**src/egd_pkg.sv**
```systemverilog
// shared types and constants for the elgamal decryption block
`timescale 1ns / 1ps

package egd_pkg;

  // width of the ciphertext, key and result words
  localparam int FIELD_W = 31;
  // width of the character output
  localparam int CHAR_W = 8;
  // bit counter of the serial modular multiplier
  localparam int CNT_W = $clog2(FIELD_W);
  // configuration register index
  localparam int CFG_IDX_W = 1;

  localparam logic [CFG_IDX_W-1:0] REG_MODULUS     = 1'b0;
  localparam logic [CFG_IDX_W-1:0] REG_PRIVATE_KEY = 1'b1;

  // sequencer states
  typedef enum logic [2:0] {
    S_IDLE,
    S_REDUCE,
    S_MUL,
    S_SQR,
    S_FINAL
  } state_t;

endpackage

```
**src/elgamal_decrypt.sv**
```systemverilog
// elgamal decryption by square-and-multiply on one bit-serial modular multiplier
`timescale 1ns / 1ps

// channel  ports                                   handshake
// -------  --------------------------------------  ------------------------------------
// input    in_cipher_a, in_cipher_b                word taken when start & !busy
// result   out_plain_value, out_plain_char         out_valid high for one cycle
// config   cfg_index, cfg_wdata                    written on any edge with cfg_we high
//
// the result word follows n modular multiplies: one reduction of a, one per set exponent
// bit, one per squaring and one final multiply by b; n is at most 2 * MOD_BITS, since
// p-1-x never has all MOD_BITS bits set. the shared multiplier retires one bit of its
// 31-bit multiplicand per cycle.
// a zero modulus answers zero in the next cycle, with no multiply.
// reset (synchronous, rst_n low) returns to idle with modulus 257 and key 2.
// busy stays high until the result strobe; the receiver cannot stall the block.

module elgamal_decrypt #(
  parameter int MOD_BITS = 31
) (
  input  logic                              clk,
  input  logic                              rst_n,
  // input word
  input  logic                              start,
  output logic                              busy,
  input  logic [egd_pkg::FIELD_W-1:0]       in_cipher_a,
  input  logic [egd_pkg::FIELD_W-1:0]       in_cipher_b,
  // result word
  output logic                              out_valid,
  output logic [egd_pkg::FIELD_W-1:0]       out_plain_value,
  output logic [egd_pkg::CHAR_W-1:0]        out_plain_char,
  // configuration
  input  logic                              cfg_we,
  input  logic [egd_pkg::CFG_IDX_W-1:0]     cfg_index,
  input  logic [egd_pkg::FIELD_W-1:0]       cfg_wdata
);

  import egd_pkg::*;

  localparam logic [MOD_BITS-1:0] MOD_RESET = MOD_BITS'(257);
  localparam logic [FIELD_W-1:0]  KEY_RESET = FIELD_W'(2);

  // configuration registers
  logic [MOD_BITS-1:0] modulus_r, modulus_nxt;
  logic [FIELD_W-1:0]  key_r, key_nxt;

  // sequencer
  state_t state_r, state_nxt;

  // exponent, running power, base and the b operand
  logic [MOD_BITS-1:0] e_r, e_nxt;
  logic [MOD_BITS-1:0] acc_r, acc_nxt;
  logic [MOD_BITS-1:0] base_r, base_nxt;
  logic [FIELD_W-1:0]  b_r, b_nxt;

  // serial modular multiplier: acc = 2*acc + bit*y, reduced mod p each cycle
  logic [FIELD_W-1:0]  mm_x_r, mm_x_nxt;
  logic [MOD_BITS-1:0] mm_y_r, mm_y_nxt;
  logic [MOD_BITS-1:0] mm_acc_r, mm_acc_nxt;
  logic [CNT_W-1:0]    mm_cnt_r, mm_cnt_nxt;

  // result word
  logic                out_valid_r, out_valid_nxt;
  logic [FIELD_W-1:0]  out_value_r, out_value_nxt;
  logic [CHAR_W-1:0]   out_char_r, out_char_nxt;

  // combinational helpers
  logic [MOD_BITS+1:0] mm_t, mm_p1, mm_p2, mm_red;
  logic [MOD_BITS-1:0] mm_res;
  logic                mm_last;
  logic                accept;
  logic                mod_zero;
  logic [FIELD_W:0]    key_inc;
  logic                key_big;
  logic [MOD_BITS-1:0] e_start;
  logic [MOD_BITS-1:0] e_shift;

  assign accept   = start && (state_r == S_IDLE);
  assign mod_zero = (modulus_r == '0);
  assign mm_last  = (mm_cnt_r == '0);
  assign e_shift  = e_r >> 1;

  // exponent p-1-x, or zero when the key is not below p-1
  assign key_inc = {1'b0, key_r} + (FIELD_W + 1)'(1);
  assign key_big = key_inc >= (FIELD_W + 1)'(modulus_r);
  assign e_start = key_big ? '0 : (modulus_r - MOD_BITS'(1) - key_r[MOD_BITS-1:0]);

  // one multiplier step; acc < p and y <= p keep t below 3p
  always_comb begin
    mm_p1 = {2'b00, modulus_r};
    mm_p2 = {1'b0, modulus_r, 1'b0};
    mm_t  = {1'b0, mm_acc_r, 1'b0} + (mm_x_r[FIELD_W-1] ? {2'b00, mm_y_r} : '0);
    if (mm_t >= mm_p2) begin
      mm_red = mm_t - mm_p2;
    end else if (mm_t >= mm_p1) begin
      mm_red = mm_t - mm_p1;
    end else begin
      mm_red = mm_t;
    end
    mm_res = mm_red[MOD_BITS-1:0];
  end

  // configuration writes
  always_comb begin
    modulus_nxt = modulus_r;
    key_nxt     = key_r;
    if (cfg_we) begin
      unique case (cfg_index)
        REG_MODULUS:     modulus_nxt = cfg_wdata[MOD_BITS-1:0];
        REG_PRIVATE_KEY: key_nxt     = cfg_wdata;
        default:         ;
      endcase
    end
  end

  // next state
  always_comb begin
    state_nxt = state_r;
    unique case (state_r)
      S_IDLE: begin
        if (accept && !mod_zero) begin
          state_nxt = S_REDUCE;
        end
      end
      S_REDUCE: begin
        if (mm_last) begin
          if (e_r == '0) begin
            state_nxt = S_FINAL;
          end else if (e_r[0]) begin
            state_nxt = S_MUL;
          end else begin
            state_nxt = S_SQR;
          end
        end
      end
      S_MUL: begin
        // square only while higher exponent bits remain
        if (mm_last) begin
          state_nxt = (e_shift == '0) ? S_FINAL : S_SQR;
        end
      end
      S_SQR: begin
        // next exponent bit is e[1] once shifted
        if (mm_last) begin
          state_nxt = e_r[1] ? S_MUL : S_SQR;
        end
      end
      S_FINAL: begin
        if (mm_last) begin
          state_nxt = S_IDLE;
        end
      end
      default: state_nxt = S_IDLE;
    endcase
  end

  // datapath and result outputs
  always_comb begin
    e_nxt         = e_r;
    acc_nxt       = acc_r;
    base_nxt      = base_r;
    b_nxt         = b_r;
    mm_x_nxt      = mm_x_r << 1;
    mm_y_nxt      = mm_y_r;
    mm_acc_nxt    = mm_res;
    mm_cnt_nxt    = mm_cnt_r - CNT_W'(1);
    out_valid_nxt = 1'b0;
    out_value_nxt = out_value_r;
    out_char_nxt  = out_char_r;

    unique case (state_r)
      S_IDLE: begin
        if (accept) begin
          e_nxt   = e_start;
          acc_nxt = MOD_BITS'(1);
          b_nxt   = in_cipher_b;
          if (mod_zero) begin
            // no residue exists: answer zero at once
            out_valid_nxt = 1'b1;
            out_value_nxt = '0;
            out_char_nxt  = '0;
          end
        end
      end
      S_REDUCE: begin
        if (mm_last) begin
          base_nxt = mm_res;
        end
      end
      S_MUL: begin
        if (mm_last) begin
          acc_nxt = mm_res;
        end
      end
      S_SQR: begin
        if (mm_last) begin
          base_nxt = mm_res;
          e_nxt    = e_shift;
        end
      end
      S_FINAL: begin
        if (mm_last) begin
          out_valid_nxt = 1'b1;
          out_value_nxt = FIELD_W'(mm_res);
          out_char_nxt  = mm_res[CHAR_W-1:0];
        end
      end
      default: ;
    endcase

    // launch the multiplier for the state about to be entered
    if ((accept && !mod_zero) || (mm_last && state_r != S_IDLE && state_r != S_FINAL)) begin
      mm_acc_nxt = '0;
      mm_cnt_nxt = CNT_W'(FIELD_W - 1);
      unique case (state_nxt)
        S_REDUCE: begin
          // a mod p as a times one
          mm_x_nxt = in_cipher_a;
          mm_y_nxt = MOD_BITS'(1);
        end
        S_MUL: begin
          mm_x_nxt = FIELD_W'(acc_nxt);
          mm_y_nxt = base_nxt;
        end
        S_SQR: begin
          mm_x_nxt = FIELD_W'(base_nxt);
          mm_y_nxt = base_nxt;
        end
        S_FINAL: begin
          // b is not reduced, so it goes in as the scanned operand
          mm_x_nxt = b_r;
          mm_y_nxt = acc_nxt;
        end
        default: ;
      endcase
    end
  end

  always_ff @(posedge clk) begin
    if (!rst_n) begin
      state_r     <= S_IDLE;
      modulus_r   <= MOD_RESET;
      key_r       <= KEY_RESET;
      out_valid_r <= 1'b0;
    end else begin
      state_r     <= state_nxt;
      modulus_r   <= modulus_nxt;
      key_r       <= key_nxt;
      out_valid_r <= out_valid_nxt;
    end
  end

  always_ff @(posedge clk) begin
    e_r         <= e_nxt;
    acc_r       <= acc_nxt;
    base_r      <= base_nxt;
    b_r         <= b_nxt;
    mm_x_r      <= mm_x_nxt;
    mm_y_r      <= mm_y_nxt;
    mm_acc_r    <= mm_acc_nxt;
    mm_cnt_r    <= mm_cnt_nxt;
    out_value_r <= out_value_nxt;
    out_char_r  <= out_char_nxt;
  end

  assign busy            = (state_r != S_IDLE);
  assign out_valid       = out_valid_r;
  assign out_plain_value = out_value_r;
  assign out_plain_char  = out_char_r;

endmodule

```
**config.mk**
```make
export PLATFORM = sky130hd
export DESIGN_NAME = elgamal_decrypt
export DESIGN_NICKNAME = d
export VERILOG_FILES = /design/src/egd_pkg.sv /design/src/elgamal_decrypt.sv
export SDC_FILE = /design/constraint.sdc
export NUM_CORES = 1
export LEC_CHECK = 0
export ABC_AREA = 1
export BUFFER_PORTS_ARGS = -buffer_cell sky130_fd_sc_hd__buf_2
export CAP_MARGIN = 20
export CORE_UTILIZATION = 40
export DETAILED_ROUTE_END_ITERATION = 6
export PLACE_DENSITY = 0.66
export SYNTH_ARGS = -nofsm -noshare
export SYNTH_HDL_FRONTEND = slang
export SYNTH_SLANG_ARGS = --single-unit
```
**constraint.sdc**
```tcl
create_clock -name clk -period 5.4 [get_ports clk]
set_clock_uncertainty 0.05 [all_clocks]
set_input_delay 1.08 -clock clk [delete_from_list [all_inputs] [get_ports clk]]
set_output_delay 1.08 -clock clk [all_outputs]
set_load 0.005 [all_outputs]
```
==> metrics.md <==
| Metric | Value |
|---|---|
| Global route overflow | `0` |
| CP max-delay cell | `dfxtp_4` |
| Setup violations, final | `0` |
| Startpoint Class | `flip-flop` |
| Bufs on Longest Clock Path | `3` |
| Max cap viols | `0` |
| First-pass DRT Iterations | `6` |
| Syn-to-layout area delta | `19.4%` |
| Tot Pwr | `0.0189 W` |
| DRT Wirelength | `73.0 mm` |
| Syn_nets | `3451` |
| Number of global-route vias before repair | `20503` |
| Fin crit period | `5.05 ns` |
| Cell Int Power | `0.00953 W` |
| DR vias | `21835` |
| FP Rows | `86` |
| Worst EP required | `5.61 ns` |
| TritonCTS clock tree | `built` |
| Status | `finished clean` |
| Top Ports | `139` |
| Worst Path Buf+Inv | `7` |
| DIE WIDTH | `238 um` |
| Clock Latency Late Sink | `0.59 ns` |
| Die Y | `238 um` |
| Initial antenna violation count | `1` |
| Crit-path leading delay family | `simple AND/OR/NAND/NOR gates` |
| Die area | `56800 um2` |
| Lkg Pwr | `12.9 nW` |
| WP data arrival | `5.26 ns` |
| Sequential area share after synthesis | `34.2%` |
| Count of final hold-check violations | `0` |
| Slew @ Worst Pin | `1.04 ns` |
| Unique cell type count in the Yosys netlist | `53` |
| Cell Area, Synth | `22300 um2` |
| TritonCTS Sinks | `319` |
| Util after Layout | `48.4%` |
| Fmax | `198 MHz` |
| Period utilization | `93.5%` |
| Clk root buf | `clkbuf_16` |
| DRT iter0 DRCs | `1942` |
| Power Density | `711 nW/um2` |
| Setup TNS | `0 ns` |
| Global-route wire length before repair | `113 mm` |
| Crit Path Max Fanout | `15` |
| Unrepaired setup endpoints after global routing | `yes` |
| Mean post-synth cell area | `6.99 um2` |
| Most used cell, CP | `nand2_1` |
| H-tree levels | `2` |
| Proportion of power drawn by combinational gates | `70.1%` |
| Antenna viol nets, final | `0` |
| Min setup slack post-route | `0.349 ns` |
| WS Path Type | `flip-flop to flip-flop` |
| Crit end category | `flip-flop` |
| Vias per cell | `5.13` |
| DP HPWL | `57.7 mm` |
| Hold Crit Class | `flip-flop to flip-flop` |
| Worst slew margin | `30.1%` |
| Clock slew at reported path FFs | `0.06 ns` |
| Max-slew violations | `0` |
| Worst VDD drop | `0.516 mV` |
| Fillers | `5688` |
| Placed cell areas | `25100 um2` |
| Clock share of power | `14.1%` |
| Core Region | `55100 um2` |
| Initial Utilization | `40.5%` |
| Drt wl/cell | `17.2 um` |
| Port Buffers | `138` |
| Layout net count | `3731` |
| Gate Count Post-Synth | `3194` |
| Yosys reg bits | `319` |
| Layout cell share with drive strength beyond 1 | `14.9%` |
| Num CTS Buffers | `38` |
| Dpl ws | `-0.112 ns` |
| Worst stage delay on the critical path | `0.40 ns` |
| GP Congestion | `1.01` |
| Largest net degree at the start of global routing | `65` |
| Residual DRC count | `0` |
| Switching Fraction | `49.7%` |
| Area of the multi-input gates | `13000 um2` |
| Storage element area | `7630 um2` |
| All-Layer GR Usage | `25.5%` |
| Switching pwr | `0.00941 W` |
| Part of the power in registers | `15.8%` |
| Design area | `26700 um2` |
| Syn. warnings | `0` |
==> synth_stat cells, drive strengths merged <==
| cell type | count | area (um2) |
|---|---|---|
| nor3b | 2 | 15.0 |
| o21a | 34 | 255 |
| xnor2 | 53 | 464 |
| and2 | 4 | 25.0 |
| or2 | 24 | 150 |
| a211o | 2 | 17.5 |
| dfxtp | 195 | 3900 |
| nor4 | 27 | 175 |
| nand3b | 6 | 45.0 |
| ha | 155 | 1940 |
| fa | 4 | 80.1 |
| nand3 | 204 | 1100 |
| a221oi | 2 | 17.5 |
| o21ai | 189 | 1020 |
| nor3 | 38 | 218 |
| nand4 | 34 | 213 |
| a21oi | 247 | 1240 |
| o211ai | 9 | 67.6 |
| o221ai | 2 | 17.5 |
| and3 | 2 | 12.5 |
| o22ai | 1 | 6.26 |
| nor2 | 305 | 1180 |
| a31o | 4 | 35.0 |
| clkbuf | 69 | 259 |
| edfxtp | 124 | 3720 |
| buf | 29 | 184 |
| o31ai | 5 | 37.5 |
| nand2 | 884 | 3330 |
| xor2 | 76 | 666 |
| a21o | 18 | 135 |
| a31oi | 9 | 56.3 |
| clkinv | 1 | 3.75 |
| inv | 407 | 1530 |
| o21bai | 18 | 135 |
| a211oi | 3 | 22.5 |
| a21boi | 8 | 63.8 |
==> power groups by stage <==
| stage | sequential, W | clock (W) | combinational, W |
|---|---|---|---|
| after floorplan | 0.00297 | 0 | 0.00703 |
| after global placement | 0.00303 | 0 | 0.0127 |
| after detailed placement | 0.00303 | 0 | 0.0126 |
| after CTS | 0.00298 | 0.00272 | 0.0127 |
| after global routing | 0.00301 | 0.00281 | 0.0143 |
| final | 0.00299 | 0.00268 | 0.0133 |
==> stage by stage <==
step / hold WS [ns] / instances
6_report: 0.412 / 4254
5_1_grt: 0.442 / 4253
4_1_cts: 0.419 / 4249
3_5_place_dp: 0.390 / 4179
3_3_place_gp: 0.378 / 4179
2_1_floorplan: 0.363 / 3194
==> sequential cells by signal, indices dropped and copies added (netlist names) <==
name	cells
out_plain_value	24
acc_r	31
base_r	31
mm_cnt_r	5
mm_acc_r	31
out_plain_char	7
state_r	3
mm_x_r	31
mm_y_r	31
e_r	31
modulus_r	31
b_r	31
key_r	31
out_valid	1
==> logic make-up (layout without fill, tap and decap cells) <==
| kind of cell | after synthesis | in the layout | synth area share (%) |
|---|---|---|---|
| and+or+nand+nor | 1530 | 1530 | 28.9 |
| other | 0 | 2 | 0 |
| DFF | 319 | 319 | 34.2 |
| xor gates and xnor gates | 129 | 129 | 5.06 |
| AOI/OAI and AO/OA | 551 | 551 | 14.0 |
| buffers and inverters | 506 | 816 | 8.84 |
| adders and majority gates | 159 | 159 | 9.04 |
==> cells in the final DEF, fill, tap and decap left out, types with 21 or more instances in the layout <==
master       n
nor2_1     291
nor4_1      26
edfxtp_1   124
a21oi_1    243
ha_1       145
xnor2_1     50
xor2_1      75
nor3_1      33
o21a_1      34
or2_2       23
dfxtp_1    194
inv_1      399
o21ai_2     21
nand3_1    185
clkbuf_16   40
nand2_1    873
buf_4      193
o21ai_0    162
nand4_1     34
buf_2      138
==> routing by layer <==
| metal | wire length (um) | global-route usage, % |
|---|---|---|
| met5 | 0 | 0 |
| met2 | 32600 | 41.0 |
| met4 | 1290 | 5.63 |
| met1 | 34600 | 36.1 |
| met3 | 4510 | 3.60 |
==> final cells by class <==
type                            instances  area share (%)
Clock inverter                         13           0.699
Timing Repair Buffer                  338            8.52
Sequential cell                       319            28.6
Clock buffer                           57            4.14
Antenna cell                            2          0.0188
Inverter                              408            5.74
Tap cell                              748            3.51
Multi-Input combinational cell       2369            48.7
==> path summary, 6_finish.rpt <==
path	startpoint	to	slack [ns]	depth (start not counted)
hold / removal	mm_cnt_r[0]	mm_cnt_r[0]	0.41	1
hold reg to reg	mm_cnt_r[0]	mm_cnt_r[0]	0.41	1
setup reg to reg	mm_x_r[30]	mm_y_r[20]	0.35	33
setup / recovery	mm_x_r[30]	mm_y_r[20]	0.35	33
==> what timing repair did <==
action,in CTS,in global routing
gates cloned,0,0
pin swaps,0,5
gates resized for setup,1,48
buffers inserted,0,2
endpoints found under the setup margin,19,166
hold buffers,0,0
(Power assumes the default switching activity.)
